==> src/rtl/slip_frame_decoder_defines.svh <==
// Assertion macros shared by the RTL. Each expects clk and arst_n in scope.
`ifndef SLIP_FRAME_DECODER_DEFINES_SVH
`define SLIP_FRAME_DECODER_DEFINES_SVH

`ifndef NO_ASSERTIONS

`define SFD_ASSERT_IMPL(label, ante, cons, msg) \
	label: assert property (@(posedge clk) disable iff (!arst_n) (ante) |-> (cons)) \
		else $error(msg);

`define SFD_ASSERT_NEXT(label, ante, cons, msg) \
	label: assert property (@(posedge clk) disable iff (!arst_n) (ante) |=> (cons)) \
		else $error(msg);

`else

`define SFD_ASSERT_IMPL(label, ante, cons, msg)

`define SFD_ASSERT_NEXT(label, ante, cons, msg)

`endif

`endif

==> src/rtl/sfd_pkg.sv <==
package sfd_pkg;

	localparam logic [7:0] SLIP_END     = 8'hC0;
	localparam logic [7:0] SLIP_ESC     = 8'hDB;
	localparam logic [7:0] SLIP_ESC_END = 8'hDC;
	localparam logic [7:0] SLIP_ESC_ESC = 8'hDD;

	localparam int BYTE_W   = 8;
	localparam int PHASE_W  = 3;
	localparam int STATUS_W = 2;

	localparam logic [PHASE_W-1:0] PH_HUNT = 3'd0;
	localparam logic [PHASE_W-1:0] PH_OPEN = 3'd1;
	localparam logic [PHASE_W-1:0] PH_BODY = 3'd2;
	localparam logic [PHASE_W-1:0] PH_ESC  = 3'd3;
	localparam logic [PHASE_W-1:0] PH_DROP = 3'd4;

	localparam logic [STATUS_W-1:0] ST_OK        = 2'd0;
	localparam logic [STATUS_W-1:0] ST_BAD_ESC   = 2'd1;
	localparam logic [STATUS_W-1:0] ST_ESC_CLOSE = 2'd2;

endpackage

==> src/rtl/slip_frame_decoder.sv <==
// SLIP receiver: one raw line byte per request on the slave side, at most one decoded
// request on the master side. Bytes before an opening 0xC0 are discarded, back-to-back
// delimiters never form an empty frame, and escapes are undone. Each payload byte is
// given with tlast low; the closing delimiter gives one request with tlast high, data
// zero and the frame status in tuser (0 ok, 1 unknown escaped code, 2 escape directly
// before the close); after an error the rest of the frame is dropped. The block takes
// one byte every cycle; a taken byte passes through an input register and then an output
// register, and only a stalled master side slows the intake.
`include "slip_frame_decoder_defines.svh"

module slip_frame_decoder (
	input  logic                         clk,
	input  logic                         arst_n,
	input  logic                         s_tvalid,
	output logic                         s_tready,
	input  logic [sfd_pkg::BYTE_W-1:0]   s_tdata,   // [7:0] rx_byte
	output logic                         m_tvalid,
	input  logic                         m_tready,
	output logic [sfd_pkg::BYTE_W-1:0]   m_tdata,   // [7:0] data_byte
	output logic                         m_tlast,
	output logic [sfd_pkg::STATUS_W-1:0] m_tuser    // [1:0] frame_status
);
	import sfd_pkg::*;

	logic                valid_s1;
	logic [BYTE_W-1:0]   byte_s1;
	logic                valid_s2;
	logic [BYTE_W-1:0]   data_s2;
	logic                last_s2;
	logic [STATUS_W-1:0] status_s2;
	logic [PHASE_W-1:0]  phase_q;
	logic [STATUS_W-1:0] err_q;

	logic                out_free;
	logic                consume;
	logic [PHASE_W-1:0]  phase_d;
	logic [STATUS_W-1:0] err_d;
	logic                res;
	logic [BYTE_W-1:0]   res_data;
	logic                res_last;
	logic [STATUS_W-1:0] res_status;

	assign out_free = !valid_s2 || m_tready;
	assign consume  = valid_s1 && out_free;
	assign s_tready = !valid_s1 || out_free;

	always_comb begin
		phase_d    = phase_q;
		err_d      = err_q;
		res        = 1'b0;
		res_data   = '0;
		res_last   = 1'b0;
		res_status = ST_OK;
		case (phase_q)
			PH_OPEN, PH_BODY: begin
				if (byte_s1 == SLIP_END) begin
					if (phase_q == PH_BODY) begin
						res        = 1'b1;
						res_last   = 1'b1;
						res_status = ST_OK;
						phase_d    = PH_HUNT;
						err_d      = ST_OK;
					end
				end else if (byte_s1 == SLIP_ESC) begin
					phase_d = PH_ESC;
				end else begin
					phase_d  = PH_BODY;
					res      = 1'b1;
					res_data = byte_s1;
				end
			end
			PH_ESC: begin
				if (byte_s1 == SLIP_END) begin
					res        = 1'b1;
					res_last   = 1'b1;
					res_status = ST_ESC_CLOSE;
					phase_d    = PH_HUNT;
					err_d      = ST_OK;
				end else if (byte_s1 == SLIP_ESC_END) begin
					phase_d  = PH_BODY;
					res      = 1'b1;
					res_data = SLIP_END;
				end else if (byte_s1 == SLIP_ESC_ESC) begin
					phase_d  = PH_BODY;
					res      = 1'b1;
					res_data = SLIP_ESC;
				end else begin
					phase_d = PH_DROP;
					err_d   = ST_BAD_ESC;
				end
			end
			PH_DROP: begin
				if (byte_s1 == SLIP_END) begin
					res        = 1'b1;
					res_last   = 1'b1;
					res_status = err_q;
					phase_d    = PH_HUNT;
					err_d      = ST_OK;
				end
			end
			default: begin
				if (byte_s1 == SLIP_END) begin
					phase_d = PH_OPEN;
					err_d   = ST_OK;
				end else begin
					phase_d = PH_HUNT;
				end
			end
		endcase
	end

	always_ff @(posedge clk or negedge arst_n) begin
		if (!arst_n) begin
			valid_s1 <= 1'b0;
			valid_s2 <= 1'b0;
			phase_q  <= PH_HUNT;
			err_q    <= ST_OK;
		end else begin
			if (s_tready) begin
				valid_s1 <= s_tvalid;
			end
			if (out_free) begin
				valid_s2 <= consume && res;
			end
			if (consume) begin
				phase_q <= phase_d;
				err_q   <= err_d;
			end
		end
	end

	always_ff @(posedge clk) begin
		if (s_tready && s_tvalid) begin
			byte_s1 <= s_tdata;
		end
		if (consume && res) begin
			data_s2   <= res_data;
			last_s2   <= res_last;
			status_s2 <= res_status;
		end
	end

	assign m_tvalid = valid_s2;
	assign m_tdata  = data_s2;
	assign m_tlast  = last_s2;
	assign m_tuser  = status_s2;

	`SFD_ASSERT_IMPL(a_end_has_no_data, valid_s2 && last_s2, data_s2 == '0,
		"end-of-frame request carries nonzero data")
	`SFD_ASSERT_IMPL(a_data_has_ok_status, valid_s2 && !last_s2, status_s2 == ST_OK,
		"payload request carries a status")
	`SFD_ASSERT_IMPL(a_error_only_when_dropping, err_q != ST_OK, phase_q == PH_DROP,
		"error status latched outside the drop phase")
	`SFD_ASSERT_NEXT(a_close_returns_to_hunt, consume && res && res_last,
		phase_q == PH_HUNT && err_q == ST_OK, "close did not return to hunting")
	`SFD_ASSERT_NEXT(a_held_byte_kept, valid_s1 && !out_free,
		valid_s1 && $stable(byte_s1), "stalled input byte was lost")

endmodule

==> config.mk <==
export PLATFORM = sky130hd
export DESIGN_NAME = slip_frame_decoder
export DESIGN_NICKNAME = d
export VERILOG_FILES = /design/src/rtl/sfd_pkg.sv /design/src/rtl/slip_frame_decoder.sv
export VERILOG_INCLUDE_DIRS = /design/src /design/src/rtl
export SDC_FILE = /design/constraint.sdc
export NUM_CORES = 1
export LEC_CHECK = 0
export BUFFER_PORTS_ARGS = -buffer_cell sky130_fd_sc_hd__buf_2
export CAP_MARGIN = 25
export CORE_MARGIN = 8
export CORE_UTILIZATION = 40
export CTS_BUF_LIST = sky130_fd_sc_hd__clkbuf_16
export CTS_CLUSTER_DIAMETER = 80
export DETAILED_ROUTE_END_ITERATION = 8
export PLACE_DENSITY_LB_ADDON = 0.3
export SLEW_MARGIN = 20
export SYNTH_ARGS = -nofsm -noshare
export SYNTH_HDL_FRONTEND = slang
export SYNTH_SLANG_ARGS = --single-unit
export TNS_END_PERCENT = 50
==> constraint.sdc <==
create_clock -name clk -period 3 [get_ports clk]
set_input_delay 0.45 -clock clk [delete_from_list [all_inputs] [get_ports clk]]
set_output_delay 0.45 -clock clk [all_outputs]
set_load 0.005 [all_outputs]
==> key figures <==
Critical path
  – CP required: 2960 ps
  – FF-to-FF path depth: 5
  – WS Path Type: register to register
  – CP Launch Point: byte_s1[3]$_DFFE_PP_
  – Crit path capture type: register
  – Startpoint type of the worst setup path: register
  – Reg-to-Reg End: m_tdata[1]$_DFFE_PP_
  – Reg-to-reg critical path startpoint: byte_s1[3]$_DFFE_PP_
  – R2R setup slack: just over 800 ps
  – Critical Path Fanout Max: 11
  – CP arrival: 2160 ps

Route
  – First-pass DRT Iterations: 4
  – Via/cell ratio: ~5.4
  – Post-DRT Antenna Nets: 0
  – WL final: about 2400 µm
  – Initial DRC count: 25
  – Drc violations: 0
  – Vias: roughly 850
  – Mean routed wirelength per cell: about 15 µm

Final layout
  – Finished Layout Cells: 156
  – Post-route cell area: 0.00140 mm²
  – Area Overhead vs Synth: 17.6%
  – Layout Nets: 136
  – Final core occ: 47.5%
  – Filler cell count: 288
  – Share of post-route cells with drive strength above 1: 26.8%
  – Multi-input logic area: 424 µm²
  – Ant diodes: 0
  – Register area: between 700 and 800 µm²

Power and ir drop
  – IR Drop Worst-Case VDD: 264 µV
  – LEAKAGE: 0.000547 µW
  – Pwr Density: about 570 mW/mm²
  – Total power: 800 µW

GRT
  – Met2 Resource Use GR: 17.6%
  – Largest net degree at the start of global routing: 15
  – Grt total ovfl: 0
  – Gr busiest metal: met2
  – Met1 Use GR: 11.9%
  – Initial antenna violation count: 0
  – First-pass GRT wire length: 4220 µm
  – Met3 Usage GRT: 1.98%
  – Total Routing Usage GR: between 10% and 20%
  – Vias in the first global route: 897

Clock network
  – CTS root buffer: clkbuf_16
  – Cts repair resizes: 0
  – CTS tree: done
  – Clock latency on the worst-skew pair: 260 ps
  – CTS sink cnt: 25
  – Setup bufs post-CTS: 0
  – CTS clk-pin slew, worst paths: 60 ps
  – Htree depth: 1
  – Hold buffers post-CTS: 0
  – Clk buf depth: 2
  – CTS Buf Count: 3

Logic synthesis
  – Synth area leaders: edfxtp_1 48%, dfrtp_1 13%, nand2_1 3.2%, a21o_1 2.5%, clkbuf_8 2.3%
  – Syn Area/Cell: 12.3 µm²
  – Yosys warns: 0
  – Synth top area share: 47.9%
  – Sequential fraction of the synthesis area: 60.5%
  – Leading cell types by count after synthesis: 19 x edfxtp_1, 10 x nand2_1, 6 x dfrtp_1, 6 x nor2_1
  – Asr flop ratio synth: 24.0%
  – Dominant cell type by area after synthesis: edfxtp_1
  – Synthesis-stage register bit count: 25
  – Most frequent cell after synthesis: edfxtp_1
  – Main synth FF type: edfxtp_1
  – Syn Inst Count: 97
  – Syn Std Cell Area: 0.00119 mm²
  – Synth unique cells: 35
  – Syn_nets: 109
  – EDFF count, synth: 19

Die
  – I/O pin cnt: 25
  – FP Rows: 20
  – Die X: 70.6 µm
  – Core Area: between 0.002 and 0.003 mm²
  – Die height: 70.6 µm
  – Die Area: 0.00498 mm²
  – Starting Density: 40.3%

Placed design
  – # placed instances: 152
  – Port Buf Inserts: 24
  – Hpwl dp: 1770 µm
  – Placed Area: around 0.0013 mm²
  – RD Place Congestion: roughly 0.85

Timing
  – RSZ-0062 raised after global routing: false
  – Final Skew: 2.33 ps
  – Final Cycle Share: between 70% and 80%
  – Final Critical Period: approximately 2200 ps
  – Slew Viols, Final: 0
  – Slew headroom: 68.3%
  – Setup_tns: 0 ps
  – Slew of the pin with the lowest slew margin: 472 ps
  – Setup violators final: 0
  – Hold Fails Final Rpt: 0
  – F_max: 455 MHz

Status
  – Status: complete, no violations

Min path
  – Worst hold-check path type: input port to asynchronous set/reset pin

Job
  – Max Cap Viol: 0
worst max-delay path by stage:
stage,to,cells past startpoint,slack (ps)
floorplan,m_tdata[0]$_DFFE_PP_,4,540
global placement,m_tdata[6]$_DFFE_PP_,5,990
detailed placement,m_tdata[1]$_DFFE_PP_,5,820
CTS,m_tuser[1]$_DFFE_PP_,5,790
global route,m_tuser[1]$_DFFE_PP_,5,600
finish,m_tdata[1]$_DFFE_PP_,5,800
final cells by class:
cell class,instances,area share (%)
Sequential cell,25,51.4
Multi-Input combinational cell,67,30.3
Timing Repair Buffer,25,9.11
Clock buffer,3,5.36
Tap cell,33,2.95
Inverter,2,0.536
Clock inverter,1,0.357
sequential cells by signal (all words and copies together) (netlist names):
signal and cells:
valid_s1 1, phase_q 3, m_tvalid 1, byte_s1 8
m_tlast 1, m_tdata 8, err_q 1, m_tuser 2
routing by layer:
metal | part of all wire, % | up-vias
met5 | 0 | -
met4 | 2.2 | 0
met3 | 5.8 | 4
met2 | 51 | 26
met1 | 41 | 398
li1 | - | 420
power breakdown:
part           internal [µW]  total, µW  switching (µW)
registers                410        427            16.6
clock network            179        290             111
logic                   37.5       83.4            45.9
total                    627        800             173
cell families after synthesis:
kind of cell	after synthesis	share of synthesized area, %
and+or+nand+nor	45	21.6
DFF	25	60.5
AOI/OAI and AO/OA	21	13.2
buffers and inverters	5	3.89
xor gates and xnor gates	1	0.735
through the flow:
stage	hold WS (ps)	worst slack (ps)
floorplan	154	536
global placement	278	994
detailed placement	279	819
CTS	4.28	786
global route	9.77	600
finish	5.81	805
worst max-delay path, cell delays in order, from the launching register on:
cell,delay (ps)
edfxtp_1,460
nor4_1,480
nand2_1,310
o32a_1,250
o21ai_0,170
buf_4,220
placed cells by master, fill, tap and decap left out, types with 2 or more instances in the layout:
| cell type | Yosys | final |
|---|---|---|
| inv_1 | 2 | 2 |
| o211ai_1 | 3 | 3 |
| or2_2 | 2 | 2 |
| and2_1 | 4 | 4 |
| nor2b_1 | 2 | 2 |
| dfrtp_1 | 6 | 6 |
| nor2_1 | 6 | 6 |
| edfxtp_1 | 19 | 19 |
| nand3_1 | 2 | 2 |
| a21o_1 | 4 | 4 |
| a21oi_1 | 2 | 2 |
| nand2b_1 | 3 | 3 |
| nor3_1 | 3 | 3 |
| clkbuf_16 | 0 | 3 |
| o21a_1 | 2 | 2 |
| or3_1 | 2 | 2 |
| nand2_1 | 10 | 10 |
| or4_1 | 2 | 2 |
| buf_2 | 0 | 24 |
| o21ai_0 | 3 | 3 |
| o32a_1 | 2 | 2 |
| nor4_1 | 2 | 2 |
(Power assumes the default switching activity.)
